===== src/tld_pkg.sv =====
package tld_pkg;

  // Port field widths
  localparam int FUNC_W     = 2;
  localparam int DATA_W     = 8;
  localparam int RLEN_W     = 7;
  localparam int KIND_W     = 2;
  localparam int FILL_W     = 10;
  localparam int CFG_IDX_W  = 3;
  localparam int CFG_DATA_W = 8;

  // Longest read reply
  localparam logic [RLEN_W-1:0] MAX_READ = 7'd64;

  // Item function codes
  localparam logic [FUNC_W-1:0] FUNC_RX = 2'd0;
  localparam logic [FUNC_W-1:0] FUNC_RD = 2'd1;
  localparam logic [FUNC_W-1:0] FUNC_TX = 2'd2;

  // Result kinds
  localparam logic [KIND_W-1:0] KIND_OUT   = 2'd0;
  localparam logic [KIND_W-1:0] KIND_READ  = 2'd1;
  localparam logic [KIND_W-1:0] KIND_EMPTY = 2'd2;

  // Register indexes
  localparam logic [CFG_IDX_W-1:0] CFG_IFLAGS = 3'd0;
  localparam logic [CFG_IDX_W-1:0] CFG_OFLAGS = 3'd1;
  localparam logic [CFG_IDX_W-1:0] CFG_LFLAGS = 3'd2;
  localparam logic [CFG_IDX_W-1:0] CFG_ERASE  = 3'd3;
  localparam logic [CFG_IDX_W-1:0] CFG_WERASE = 3'd4;
  localparam logic [CFG_IDX_W-1:0] CFG_KILL   = 3'd5;

  // Register reset values
  localparam logic [2:0]        IFLAGS_RST = 3'd1;
  localparam logic [2:0]        OFLAGS_RST = 3'd1;
  localparam logic [3:0]        LFLAGS_RST = 4'd7;
  localparam logic [DATA_W-1:0] ERASE_RST  = 8'd127;
  localparam logic [DATA_W-1:0] WERASE_RST = 8'd23;
  localparam logic [DATA_W-1:0] KILL_RST   = 8'd21;

  // Characters
  localparam logic [DATA_W-1:0] CH_NL   = 8'd10;
  localparam logic [DATA_W-1:0] CH_CR   = 8'd13;
  localparam logic [DATA_W-1:0] CH_ESC  = 8'd27;
  localparam logic [DATA_W-1:0] CH_LBRK = 8'h5B;
  localparam logic [DATA_W-1:0] CH_D    = 8'h44;
  localparam logic [DATA_W-1:0] CH_K    = 8'h4B;

  // Erase echo: cursor left, clear to end of line
  localparam logic [2:0] ESC_LAST = 3'd5;

  function automatic logic [DATA_W-1:0] esc_seq_byte(input logic [2:0] idx);
    logic [DATA_W-1:0] b;
    unique case (idx)
      3'd0, 3'd3: b = CH_ESC;
      3'd1, 3'd4: b = CH_LBRK;
      3'd2:       b = CH_D;
      3'd5:       b = CH_K;
      default:    b = CH_ESC;
    endcase
    return b;
  endfunction

  function automatic logic is_line_end(input logic [DATA_W-1:0] c);
    return (c == CH_NL) || (c == CH_CR);
  endfunction

  // Controller -> datapath
  typedef struct packed {
    logic load;        // latch the input transaction
    logic store;       // store translated rx byte (if room)
    logic erase;       // drop last stored byte
    logic emit_esc;    // start erase echo sequence
    logic emit_char;   // start translated echo / tx byte
    logic emit_step;   // load next emitted byte into output reg
    logic read_step;   // load next ring byte into output reg
    logic read_empty;  // load the empty read result
  } cmd_t;

  // Datapath -> controller
  typedef struct packed {
    logic [FUNC_W-1:0] func;
    logic              rx_drop;
    logic              do_erase;
    logic              do_store;
    logic              echo;
    logic [1:0]        char_len;
    logic              emit_last;
    logic              read_none;
    logic              read_last;
    logic              out_free;
  } sts_t;

endpackage


===== src/tld_ctrl.sv =====
module tld_ctrl (
  input  logic          clk,
  input  logic          rst,
  input  logic          in_valid,
  output logic          in_ready,
  input  tld_pkg::sts_t sts,
  output tld_pkg::cmd_t cmd
);
  import tld_pkg::*;

  typedef enum logic [3:0] {
    ST_IDLE   = 4'b0001,
    ST_DECIDE = 4'b0010,
    ST_EMIT   = 4'b0100,
    ST_READ   = 4'b1000
  } state_t;

  state_t state, state_next;

  always_ff @(posedge clk) begin
    if (rst) begin
      state <= ST_IDLE;
    end else begin
      state <= state_next;
    end
  end

  always_comb begin
    cmd        = '0;
    in_ready   = 1'b0;
    state_next = state;
    unique case (state)
      ST_IDLE: begin
        in_ready = 1'b1;
        if (in_valid) begin
          cmd.load   = 1'b1;
          state_next = ST_DECIDE;
        end
      end
      ST_DECIDE: begin
        state_next = ST_IDLE;
        unique case (sts.func)
          FUNC_RX: begin
            if (!sts.rx_drop) begin
              if (sts.do_erase) begin
                cmd.erase    = 1'b1;
                cmd.emit_esc = 1'b1;
                state_next   = ST_EMIT;
              end else begin
                cmd.store = sts.do_store;
                if (sts.echo && (sts.char_len != 2'd0)) begin
                  cmd.emit_char = 1'b1;
                  state_next    = ST_EMIT;
                end
              end
            end
          end
          FUNC_TX: begin
            if (sts.char_len != 2'd0) begin
              cmd.emit_char = 1'b1;
              state_next    = ST_EMIT;
            end
          end
          FUNC_RD: begin
            if (sts.read_none) begin
              // hold here until the output register frees up
              if (sts.out_free) begin
                cmd.read_empty = 1'b1;
              end else begin
                state_next = ST_DECIDE;
              end
            end else begin
              state_next = ST_READ;
            end
          end
          default: ;
        endcase
      end
      ST_EMIT: begin
        if (sts.out_free) begin
          cmd.emit_step = 1'b1;
          if (sts.emit_last) begin
            state_next = ST_IDLE;
          end
        end
      end
      ST_READ: begin
        if (sts.out_free) begin
          cmd.read_step = 1'b1;
          if (sts.read_last) begin
            state_next = ST_IDLE;
          end
        end
      end
      default: state_next = ST_IDLE;
    endcase
  end

`ifndef ASSERT_OFF
  a_load_out_free: assert property (@(posedge clk) disable iff (rst)
    (cmd.emit_step || cmd.read_step || cmd.read_empty) |-> sts.out_free)
    else $error("result loaded while output register busy");
`endif

endmodule


===== config.mk =====
export PLATFORM = sky130hd
export DESIGN_NAME = tld_ctrl
export DESIGN_NICKNAME = d
export VERILOG_FILES = /design/src/tld_pkg.sv /design/src/tld_ctrl.sv
export SDC_FILE = /design/constraint.sdc
export NUM_CORES = 1
export LEC_CHECK = 0
export BUFFER_PORTS_ARGS = -buffer_cell sky130_fd_sc_hd__buf_2
export CAP_MARGIN = 30
export CORE_AREA = 3 3 40 42
export CTS_CLUSTER_DIAMETER = 80
export DETAILED_ROUTE_END_ITERATION = 10
export DIE_AREA = 0 0 43 45
export SLEW_MARGIN = 20
export SYNTH_ARGS = -nofsm -noshare
export SYNTH_HDL_FRONTEND = slang
export SYNTH_SLANG_ARGS = --single-unit

===== constraint.sdc =====
create_clock -name clk -period 2.43 [get_ports clk]
set_clock_uncertainty 0.05 [all_clocks]
set_input_delay 0 -clock clk [delete_from_list [all_inputs] [get_ports clk]]
set_output_delay 0 -clock clk [all_outputs]
set_load 0.05 [all_outputs]

==> impl.org <==
** Worst setup path
- The slowest stage of the critical path is the sky130_fd_sc_hd__or4b_4 cell.
- Traced cell by cell, the critical path runs through or4b_4 > or3b_4 > or4b_1 > a211oi_2.
- STA puts the critical path data required time at approximately 2500 ps.
- STA classifies the critical path endpoint as a flip-flop.
- Nature of the critical path startpoint :: flip-flop
- Worst Setup Path Type :: reg -> reg
- Largest incremental delay on the critical path :: 550 ps
- CP arrival :: around 2200 ps
- Worst-path fanout max :: 4

** Clock network
- Once the clock tree was built, the setup fixing pass inserted 0 buffers.
- Counting every sink on the clock net gives 4.
- Maximum clock insertion buffer count :: 2
- H-tree lvl count :: 1
- Clock insertion delay at the later pin of the skew report :: 230 ps
- TritonCTS created 3 clock buffers.
- Clock root cell :: sky130_fd_sc_hd__clkbuf_4
- TritonCTS built the clock tree.
- Clock-pin slew on the worst setup and hold paths :: 30 ps
- Buffers inserted to repair hold after CTS numbered 1.
- Post-CTS repair changed the size of 0 cells.

** Cells and area
- The area growth from synthesis to layout is 46.6%.
- In the final layout, the registers with the most flip-flops are state (4).
- The register with the most flip-flops in the layout has 4 of them.
- Net count reported at finish :: 90
- Commonest cells after routing, fill and taps aside :: sky130_fd_sc_hd__buf_2 (23), sky130_fd_sc_hd__nor2_1 (6), sky130_fd_sc_hd__nand2_1 (6)
- Leading cell type in the layout, fill and taps excluded :: sky130_fd_sc_hd__buf_2
- Ratio of cells with drive above 1 in the final layout :: 0.438
- Final instance area :: approximately 520 um2
- The filler cells instantiated in the layout total 132.
- Antenna diodes :: 0
- The register with the most flip-flops in the final layout is state.

** Synth
- Yosys mapped the design onto 27 distinct sky130hd cell types.
- Summing every instance area after synthesis gives around 350 um2.
- The share of the Yosys chip area taken by registers is 0.226.
- Fraction of synthesis flops using an asynchronous set or reset pin :: 0
- The number of nets handed over by synthesis was 62.
- Synthesis inferred 4 register bits.
- Yosys printed 0 warnings.
- Yosys mapped a number of flops with a built-in enable equal to 0.
- Among all flip-flop cells after synthesis, the most frequent one is sky130_fd_sc_hd__dfxtp_1.
- Cell count after synthesis :: 47
- Each instance of the synthesized netlist takes up on average between 7 and 8 um2.

** Min path
- Worst min-delay path class :: in -> reg

** Power and ir drop
- Sequential Power Share :: 0.332
- Leakage dissipation :: 0.278 nW
- Net switching power of the design :: between 0.00006 and 0.00007 W
- The share of total power dissipated in combinational logic is 0.313.
- Of the total power, the share spent switching nets is 0.309.
- Cell internal power was estimated by the tool at ~0.00015 W.
- VDD IR-drop max :: 234 uV
- Clock power frac :: 0.355
- Power per cell area :: between 400 and 500 nW/um2

** STA
- In the final timing run, aggregate negative setup slack is 0 ps.
- Setup violations remaining at the end of the flow were counted as 0.
- Unrepaired setup endpoints after global routing :: false
- Of the available clock period, the critical path in the final layout requires 0.881.
- Max-slew violation count :: 0
- Counting I/O delays and the setup requirement, the final critical path takes 2140 ps.
- At the pin with the least slew margin, the transition time is ~480 ps.
- The worst pin sits at a relative slew slack of 0.681.
- Hold violation count in the final report :: 0
- Highest attainable clock frequency :: 467 MHz

** Route
- In the final routed layout, each cell accounts on average for around 11 um.
- First DRT Iteration DRCs :: 9
- For this run, design rule violations remaining after detail routing come to 0.
- After detailed routing, the number of vias per cell comes to 4.90.
- Post-route antenna net violation count :: 0
- Number of detailed-route iterations in the first pass :: 2
- Total number of vias :: 431
- Wires add up to between 900 and 1000 um.

** GRT
- Antenna violations before repair :: 0
- Vias in the first global route :: 374
- Entering global routing, the biggest net connects 7 pins.
- The first global-routing pass estimated about 1500 um of wire.
- Sum of overflow across all layers after global routing :: 0
- Total global routing track utilization :: 0.101

** Place
- The placed instances occupy a cell area of 487 um2.
- Buffers placed on the I/O ports in this run total 23.
- Gpl congestion :: 0.727
- Half-perimeter wire length of the detailed placement result :: 787 um

** Floorplanning
- During I/O placement, the number of pins put on the boundary was 24.
- Starting utilization of the core area :: 0.276
- Row generation in the floorplan step produced 13 rows.
- Horizontal die dimension :: 43 um
- The floorplan step defined a core boundary enclosing 1280 um2.
- DIE AREA :: 1940 um2
- The floorplan step set the die height to 45 um.

** Run status
- Outcome :: finished, final reports clean

** Flow run
- Across the run, the number of max-cap violations was 0.
## synth_stat cells (2+ instances only)
master | count | share of area
sky130_fd_sc_hd__a21oi_1 | 3 | 0.042
sky130_fd_sc_hd__inv_1 | 2 | 0.021
sky130_fd_sc_hd__nor2_1 | 6 | 0.064
sky130_fd_sc_hd__nand2_1 | 6 | 0.064
sky130_fd_sc_hd__and3_1 | 3 | 0.053
sky130_fd_sc_hd__nor2b_1 | 3 | 0.053
sky130_fd_sc_hd__dfxtp_1 | 4 | 0.23
## power by group through the flow
stage	combinational (W)	clock [W]	sequential (W)
finish	0.0000687	0.0000779	0.0000728
global route	0.0000746	0.0000850	0.0000734
CTS	0.0000687	0.0000811	0.0000728
detailed placement	0.0000672	0	0.0000738
global placement	0.0000674	0	0.0000734
floorplan	0.0000432	0	0.0000730
## metal layers
metal	routed length [um]	up-vias	global-route usage
met1	398	188	0.108
met3	71	0	0.0319
met5	0	-	0
met2	456	13	0.177
li1	-	230	-
met4	0	0	0.0542
## final timing paths
kind / start / endpoint / slack (ps) / depth (start not counted)
worst max-delay path: state[3] / state[1] / 290 / 4
worst max register to register: state[3] / state[1] / 290 / 4
worst min register to register: state[0] / state[2] / 570 / 3
worst min-delay path: in_valid / state[0] / 7 / 4
## critical path: cells and delay by family (launching register included)
| kind | cells | cell delay (ps) |
|---|---|---|
| flip-flops | 1 | 320 |
| AND/OR/NAND/NOR | 3 | 1460 |
| AO/OA/AOI/OAI | 1 | 230 |
## area by class of cell
cell class | count | area [um2] | share of cell area
Tap cell | 15 | 18.8 | 0.0361
Multi-Input combinational cell | 40 | 265 | 0.511
Timing Repair Buffer | 24 | 125 | 0.241
Sequential cell | 4 | 80.1 | 0.154
Inverter | 2 | 7.51 | 0.0145
Clock buffer | 3 | 22.5 | 0.0434
## stage by stage
| step | hold slack, ps | setup WS (ps) | total power (W) | utilization | std cells |
|---|---|---|---|---|---|
| 2_1_floorplan | 14.6 | 364 | 0.000116 | - | 47 |
| 3_3_place_gp | 165 | 325 | 0.000141 | 0.379 | 84 |
| 3_5_place_dp | 176 | 289 | 0.000141 | 0.379 | 84 |
| 4_1_cts | 0.852 | 276 | 0.000223 | 0.404 | 88 |
| 5_1_grt | 18.4 | 233 | 0.000233 | 0.404 | 88 |
| 6_report | 7.18 | 289 | 0.000219 | 0.404 | 88 |
## kinds of logic (layout without fill, tap and decap cells)
logic type / count (synthesis) / count (layout) / synth area share
buffers and inverters: 3 / 29 / 0.0424
and+or+nand+nor: 28 / 28 / 0.474
DFF: 4 / 4 / 0.226
AOI/OAI and AO/OA: 12 / 12 / 0.258
No activity file was read; power rests on OpenSTA's default activity.
